**config.mk**
```make
export PLATFORM = sky130hd
export DESIGN_NAME = gbpf_ctrl
export DESIGN_NICKNAME = d
export VERILOG_FILES = /design/src/rtl/core/glyph_blit_page_framebuffer_unit_defines.svh /design/src/rtl/core/gbpf_pkg.sv /design/src/rtl/core/gbpf_ctrl.sv
export SDC_FILE = /design/constraint.sdc
export NUM_CORES = 1
export LEC_CHECK = 0
export ABC_CLOCK_PERIOD_IN_PS = 1600
export BUFFER_PORTS_ARGS = -buffer_cell sky130_fd_sc_hd__buf_2
export CORE_AREA = 5 5 42 44
export CTS_CLUSTER_SIZE = 40
export DETAILED_ROUTE_END_ITERATION = 6
export DIE_AREA = 0 0 47 49
export SLEW_MARGIN = 20
export SYNTH_ARGS = -nofsm -noshare
export SYNTH_HDL_FRONTEND = slang
export SYNTH_SLANG_ARGS = --single-unit
export TNS_END_PERCENT = 30
```
**constraint.sdc**
```tcl
create_clock -name i_clk -period 1.6 [get_ports i_clk]
set_input_delay 0.32 -clock i_clk [delete_from_list [all_inputs] [get_ports i_clk]]
set_output_delay 0.32 -clock i_clk [all_outputs]
set_load 0.05 [all_outputs]
```
**src/rtl/core/glyph_blit_page_framebuffer_unit_defines.svh**
```systemverilog
`ifndef GLYPH_BLIT_PAGE_FRAMEBUFFER_UNIT_DEFINES_SVH
`define GLYPH_BLIT_PAGE_FRAMEBUFFER_UNIT_DEFINES_SVH

// Same-cycle implication, disabled while reset is held
`define GBPF_ASSERT_NOW(lbl, clk, rst_n, ante, cons, msg) \
    lbl: assert property (@(posedge clk) disable iff (!(rst_n)) (ante) |-> (cons)) \
        else $error(msg);

// Next-cycle implication, disabled while reset is held
`define GBPF_ASSERT_NEXT(lbl, clk, rst_n, ante, cons, msg) \
    lbl: assert property (@(posedge clk) disable iff (!(rst_n)) (ante) |=> (cons)) \
        else $error(msg);

`endif

```
**src/rtl/core/gbpf_pkg.sv**
```systemverilog
`default_nettype none

package gbpf_pkg;

    // Request kinds carried on the input tuser
    typedef enum logic [1:0] {
        CMD_DRAW  = 2'd0,
        CMD_CLEAR = 2'd1,
        CMD_READ  = 2'd2,
        CMD_NONE  = 2'd3
    } t_cmd;

    typedef enum logic [2:0] {
        ST_INIT,
        ST_IDLE,
        ST_CALC,
        ST_READ,
        ST_WRITE,
        ST_CLEAR,
        ST_FETCH,
        ST_DONE
    } t_state;

    // Configuration register indexes
    localparam logic CFG_WIDTH  = 1'b0;
    localparam logic CFG_HEIGHT = 1'b1;

    localparam logic [7:0] WIDTH_RST  = 8'd128;
    localparam logic [6:0] HEIGHT_RST = 7'd64;

    localparam logic signed [10:0] ADVANCE    = 11'sd6;
    localparam logic signed [10:0] CURSOR_MAX = 11'sd511;

    localparam int GLYPH_COLS  = 5;
    localparam int GLYPH_COUNT = 13;
    localparam logic [3:0] SLOT_BLANK = 4'd13;

    // Byte index width before the store-depth check (page <= 15, column <= 255)
    localparam int IDX_W = 12;

    // 5x7 glyphs, one column per entry, bit r is row r
    localparam logic [6:0] GLYPH_ROM [0:GLYPH_COUNT-1][0:GLYPH_COLS-1] = '{
        '{7'h3E, 7'h51, 7'h49, 7'h45, 7'h3E},  // 0
        '{7'h00, 7'h42, 7'h7F, 7'h40, 7'h00},  // 1
        '{7'h42, 7'h61, 7'h51, 7'h49, 7'h46},  // 2
        '{7'h21, 7'h41, 7'h45, 7'h4B, 7'h31},  // 3
        '{7'h18, 7'h14, 7'h12, 7'h7F, 7'h10},  // 4
        '{7'h27, 7'h45, 7'h45, 7'h45, 7'h39},  // 5
        '{7'h3C, 7'h4A, 7'h49, 7'h49, 7'h30},  // 6
        '{7'h01, 7'h71, 7'h09, 7'h05, 7'h03},  // 7
        '{7'h36, 7'h49, 7'h49, 7'h49, 7'h36},  // 8
        '{7'h06, 7'h49, 7'h49, 7'h29, 7'h1E},  // 9
        '{7'h00, 7'h36, 7'h36, 7'h00, 7'h00},  // colon
        '{7'h1E, 7'h21, 7'h41, 7'h41, 7'h22},  // C
        '{7'h62, 7'h64, 7'h08, 7'h13, 7'h23}   // percent
    };

    // Controller to datapath
    typedef struct packed {
        logic load_item;
        logic sweep_step;
        logic calc;
        logic mem_read;
        logic mem_write;
        logic out_load;
    } t_dp_cmd;

    // Datapath to controller
    typedef struct packed {
        logic sweep_last;
        logic last_byte;
        logic out_free;
    } t_dp_stat;

    // Character code to ROM slot; blank slot for space and unknown codes
    function automatic logic [3:0] glyph_slot(input logic [7:0] code);
        logic [3:0] slot;
        slot = SLOT_BLANK;
        if (code >= 8'h30 && code <= 8'h39) begin
            slot = 4'(code - 8'h30);
        end else if (code == 8'h3A) begin
            slot = 4'd10;
        end else if (code == 8'h43) begin
            slot = 4'd11;
        end else if (code == 8'h25) begin
            slot = 4'd12;
        end
        return slot;
    endfunction

    function automatic logic [6:0] glyph_column(input logic [3:0] slot, input logic [2:0] col);
        logic [6:0] bits;
        bits = '0;
        if (slot < 4'(GLYPH_COUNT) && col < 3'(GLYPH_COLS)) begin
            bits = GLYPH_ROM[slot][col];
        end
        return bits;
    endfunction

endpackage

`default_nettype wire

```
**src/rtl/core/gbpf_ctrl.sv**
```systemverilog
`default_nettype none

module gbpf_ctrl (
    input  wire logic               i_clk,
    input  wire logic               i_rst_n,
    input  wire logic               i_req_valid,
    input  wire gbpf_pkg::t_cmd     i_req_cmd,
    output logic                    o_req_ready,
    input  wire gbpf_pkg::t_dp_stat i_stat,
    output gbpf_pkg::t_dp_cmd       o_cmd
);

    gbpf_pkg::t_state r_state, n_state;

    // State register; reset starts the store-clearing sweep
    always_ff @(posedge i_clk) begin
        if (!i_rst_n) begin
            r_state <= gbpf_pkg::ST_INIT;
        end else begin
            r_state <= n_state;
        end
    end

    // Next state and datapath commands
    always_comb begin
        n_state     = r_state;
        o_cmd       = '0;
        o_req_ready = 1'b0;
        case (r_state)
            gbpf_pkg::ST_INIT: begin
                o_cmd.sweep_step = 1'b1;
                if (i_stat.sweep_last) begin
                    n_state = gbpf_pkg::ST_IDLE;
                end
            end
            gbpf_pkg::ST_IDLE: begin
                o_req_ready = 1'b1;
                if (i_req_valid) begin
                    o_cmd.load_item = 1'b1;
                    case (i_req_cmd)
                        gbpf_pkg::CMD_DRAW:  n_state = gbpf_pkg::ST_CALC;
                        gbpf_pkg::CMD_CLEAR: n_state = gbpf_pkg::ST_CLEAR;
                        gbpf_pkg::CMD_READ:  n_state = gbpf_pkg::ST_FETCH;
                        default:             n_state = gbpf_pkg::ST_DONE;
                    endcase
                end
            end
            gbpf_pkg::ST_CALC: begin
                o_cmd.calc = 1'b1;
                n_state    = gbpf_pkg::ST_READ;
            end
            gbpf_pkg::ST_READ: begin
                o_cmd.mem_read = 1'b1;
                n_state        = gbpf_pkg::ST_WRITE;
            end
            gbpf_pkg::ST_WRITE: begin
                o_cmd.mem_write = 1'b1;
                n_state = i_stat.last_byte ? gbpf_pkg::ST_DONE : gbpf_pkg::ST_CALC;
            end
            gbpf_pkg::ST_CLEAR: begin
                o_cmd.sweep_step = 1'b1;
                if (i_stat.sweep_last) begin
                    n_state = gbpf_pkg::ST_DONE;
                end
            end
            gbpf_pkg::ST_FETCH: begin
                o_cmd.mem_read = 1'b1;
                n_state        = gbpf_pkg::ST_DONE;
            end
            gbpf_pkg::ST_DONE: begin
                if (i_stat.out_free) begin
                    o_cmd.out_load = 1'b1;
                    n_state        = gbpf_pkg::ST_IDLE;
                end
            end
            default: begin
                n_state = gbpf_pkg::ST_INIT;
            end
        endcase
    end

endmodule

`default_nettype wire

```
After elaboration in Yosys (flattened, before gate mapping) --
Cells that the tools add are included.
Operators by class: equality and inequality tests 13, mux-type cells 16, reductions and logical operators 5
Operator list (number):
- 3-bit one-hot mux with 8 select lines | 1
- 3-bit 2-to-1 mux | 5
- 3-bit equality test, second input constant | 4
- 1-bit 2-to-1 mux | 9
- 3-bit one-hot mux with 3 select lines | 1
- 2-bit inequality test, second input constant | 4
- 3-bit by 2-bit equality test with 1-bit output, second input constant | 2
- 4-bit AND reduction | 1
- 2-bit OR reduction | 2
- 3-bit by 1-bit equality test with 1-bit output, second input constant | 1
- 3-bit logical NOT | 1
- 2-bit by 1-bit equality test with 1-bit output, second input constant | 1
- 2-bit equality test, second input constant | 1
- 2-bit logical NOT | 1
Word-level totals: flip-flop bits (word level) 3, input bits 8, output and inout port bits 7, word-level logic and storage cells 35

Longest topological paths before layout --
depth after elaboration 4, mapped depth 6, depth with buffers taken out 4

Worst setup path after synthesis --
Ideal clock, no wire load.
kind reg2out, start point register r_state[2], end point output o_cmd[5] (netlist bit), arrival 2.270 ns, required time 1.280 ns, path slack -0.990 ns, cell stages (with the launch flop) 4, buffers on the path 1, path through dfxtp_1 > buf_2 > nor3b_1 > and2_1
RTL lines:
- start, declared | line gbpf_ctrl.sv:13 | gbpf_pkg::t_state r_state, n_state;
- start signal, assigned | line gbpf_ctrl.sv:18 | r_state <= gbpf_pkg::ST_INIT;
- start signal, assigned | line gbpf_ctrl.sv:20 | r_state <= n_state;
- end, declared | line gbpf_ctrl.sv:10 | output gbpf_pkg::t_dp_cmd o_cmd

==> impl_metrics.yaml <==
global_routing:
  global_route.usage.met1_pct: 12.1
  globalRouteOverflowTotal: 0
  grt_max_degree: 11
  global_route_wire_length_before_repair_microns: 1480
  grt_antenna_before_repair: 0
  grt_busiest_layer: "met1"
  track_usage_pct: 8.23
  gr_layer_usage_met3_pct: 2.21
  via_count_of_the_first_global_routing_pass: 362
  met2_usage_pct: 12.0
critical_path:
  critical_path.slowest_cell: "sky130_fd_sc_hd__dfxtp_4"
  rrSetupSlack_ns: 0.21
  crit_path_max_incr_delay_ns: 0.35
  path_delay_family: "flip-flops"
  worst_setup_path_end_kind: "primary output"
  timing.critical_path.cells: "buf_4 > nor3b_4 > and2_4 > buf_8"
  path_class: "reg -> out"
  worstPathBufferInverterCount: 2
  worstSetupPathDepth: 4
  cp.required_ns: 1.28
  cp_data_arrival_time_ns: 1.20
  critPathMaxFanout: 6
  reg2reg_depth: 5
  worstSetupStartpointType: "register"
job:
  cap_viol_max_count: 0
timing:
  skew_ns: 0.000500
  setup-violations-final: 0
  final_count_of_hold_timing_violations: 0
  timing.fmax_ghz: 0.657
  tightestPinTransition_ns: 0.289
  finalMaxSlewViolations: 0
  setup_repair_after_global_routing_missed_its_margin: "true"
  min_period_ns: 1.52
  post_route_setup_slack_ns: 0.0780
  fin_crit_sh_pct: 95.1
  worst_slew_slack_as_a_fraction_of_its_limit_pct: 80.7
floorplan:
  fp-row-count: 14
  floorplan.initialDensity_pct: 20.8
  pin_count: 15
  core_region_area_sq_mm: 0.00140
  design.die.area_sq_mm: 0.00230
  fp.dieH_microns: 49
  horizontal_extent_of_the_die_microns: 47
synth:
  syn_area_per_cell_sq_um: 6.94
  synthTopCellsByArea: "sky130_fd_sc_hd__dfxtp_1, sky130_fd_sc_hd__nor3b_1, sky130_fd_sc_hd__a21oi_1"
  sequential_cell_area_fraction_in_the_yosys_report_pct: 20.6
  synthCells: 42
  distinct_cell_type_count_after_synthesis: 23
  yosys_reg_bits: 3
  post-synth-top-area-fraction_pct: 20.6
  post-synth-top-area-cell: "sky130_fd_sc_hd__dfxtp_1"
  syn_nets: 50
  synth-warning-count: 0
  synthesized_cell_area_sq_um: 292
cts:
  cts_inserted_buffers: 3
  max-clock-path-buffers: 2
  clock_sink_count: 3
  clock_network_latency_to_the_later_pin_of_the_worst_skew_pair_ns: 0.23
  htree_num_levels: 1
  clock_tree.root_cell: "sky130_fd_sc_hd__clkbuf_4"
  clock_tree_from_tritoncts: "done"
  clk_pin_slew_ns: 0.04
power:
  ir_worst_vdd_uv: 914
  design_power_total_mw: 1.11
  power_per_cell_area_mw_per_mm2: 2240
  static-leakage-power_nw: 0.228
layout:
  num-fill-cells: 163
  antenna_diode_instance_count: 0
  layout.core_utilization_pct: 35.5
  final_cells: 79
  final_layout_size_suffix_gt1_share_pct: 55.6
  largest-register: "r_state"
  number_of_nets_in_the_layout: 72
  largestRegisters: "r_state x3"
  area_delta_synth_final_pct: 70.8
  max_ffs_per_register: 3
run_status:
  status: "complete, no violations"
placement:
  post-place-cells: 73
  dp_slack_ns: 0.116
  routability_congestion_estimate_from_global_placement: 0.861
  io_buffer_count: 14
  post-dp-hpwl_microns: 661
detailed_routing:
  dr_total_vias: 379
  first_iter_violations: 10
  drt-total-wl_microns: 837
  average_wire_per_cell_in_the_routed_design_microns: 10.6
  antenna_left: 0
  detailedRoute.firstPassIterationCount: 4
  route.detailed.vias_per_inst: 4.80
  drcViolationCount: 0
min_path:
  min_path_cells: 3
  worst_min_delay_path_category: "in -> reg"
==> cell type report <==
class                   instances  area [sq um]  share of cell area (%)
clock buffers                   4          26.3                    5.28
inverters                       1          3.75                   0.754
multi-input cells              34           244                    49.0
flip-flops and latches          3          66.3                    13.3
well taps                      16          20.0                    4.02
repair buffers                 21           138                    27.6
==> cells in the mapped netlist <==
library cell / count
sky130_fd_sc_hd__nor4_1: 1
sky130_fd_sc_hd__nand3b_1: 1
sky130_fd_sc_hd__nor3_1: 2
sky130_fd_sc_hd__xor2_1: 1
sky130_fd_sc_hd__nor3b_1: 3
sky130_fd_sc_hd__and2_1: 2
sky130_fd_sc_hd__mux2_2: 1
sky130_fd_sc_hd__dfxtp_1: 3
sky130_fd_sc_hd__o21ai_0: 4
sky130_fd_sc_hd__nand2_1: 3
sky130_fd_sc_hd__or4_1: 1
sky130_fd_sc_hd__nor2_1: 3
sky130_fd_sc_hd__and4_1: 1
sky130_fd_sc_hd__clkbuf_1: 2
sky130_fd_sc_hd__a21oi_1: 4
sky130_fd_sc_hd__inv_2: 1
sky130_fd_sc_hd__nand3_1: 1
sky130_fd_sc_hd__o21ai_1: 1
sky130_fd_sc_hd__a41o_1: 1
sky130_fd_sc_hd__o32a_1: 1
sky130_fd_sc_hd__a32o_1: 1
sky130_fd_sc_hd__nand2b_1: 2
sky130_fd_sc_hd__buf_2: 2
==> where the power goes <==
part,switching (mW),internal (mW),total (mW)
clock,0.0352,0.0932,0.128
combinational,0.485,0.310,0.794
sequential,0.0731,0.118,0.191
==> metrics by stage <==
stage	area (sq um)	hold slack [ns]	setup TNS [ns]
CTS	475	0.343	0
global route	498	0.356	-0.000755
finish	498	0.348	0
global placement	435	0.586	0
floorplan	332	0.436	-0.165
detailed placement	435	0.589	0
==> cell families after synthesis <==
group	count (synthesis)	synth area share [%]
buffers and inverters	5	7.30
muxes	1	3.86
AOI/OAI and AO/OA	12	25.8
and+or+nand+nor	20	39.5
xor gates and xnor gates	1	3.00
DFF	3	20.6
==> worst paths after layout <==
check,startpoint,to
max,r_state[2],o_cmd[5]
min,i_rst_n,r_state[2]
max reg2reg,r_state[2],r_state[0]
min reg2reg,r_state[0],r_state[2]
==> layout by cell type, fill, tap and decap left out, drive strengths merged <==
master	instances
and2	2
inv	1
nor3b	3
nor4	1
or4	1
xor2	1
o21ai	5
clkbuf	4
a32o	1
dfxtp	3
nor2	3
nand3	1
a41o	1
o32a	1
nand2b	2
mux2	1
a21oi	4
nand3b	1
nand2	3
buf	21
nor3	2
and4	1
==> worst reg2reg max path: cells and delay by family (launching register included) <==
kind	cells	cell delay, ns
muxes	1	0.32
buffers and inverters	1	0.12
AOI/OAI and AO/OA	3	0.46
DFF	1	0.37
==> metal layers <==
metal  routed length, microns  share of wire, %
met5                        0                 0
met2                      371                44
met4                        0                 0
met3                       77               9.2
met1                      387                46
==> what timing repair did <==
action | 4_1_cts | 5_1_grt
setup endpoints to repair | 5 | 4
gates resized for setup | 6 | 3
hold buffers | 0 | 0
setup buffers | 0 | 2
pin swaps | 0 | 2
Note: power is estimated with default switching activity, not from simulation.
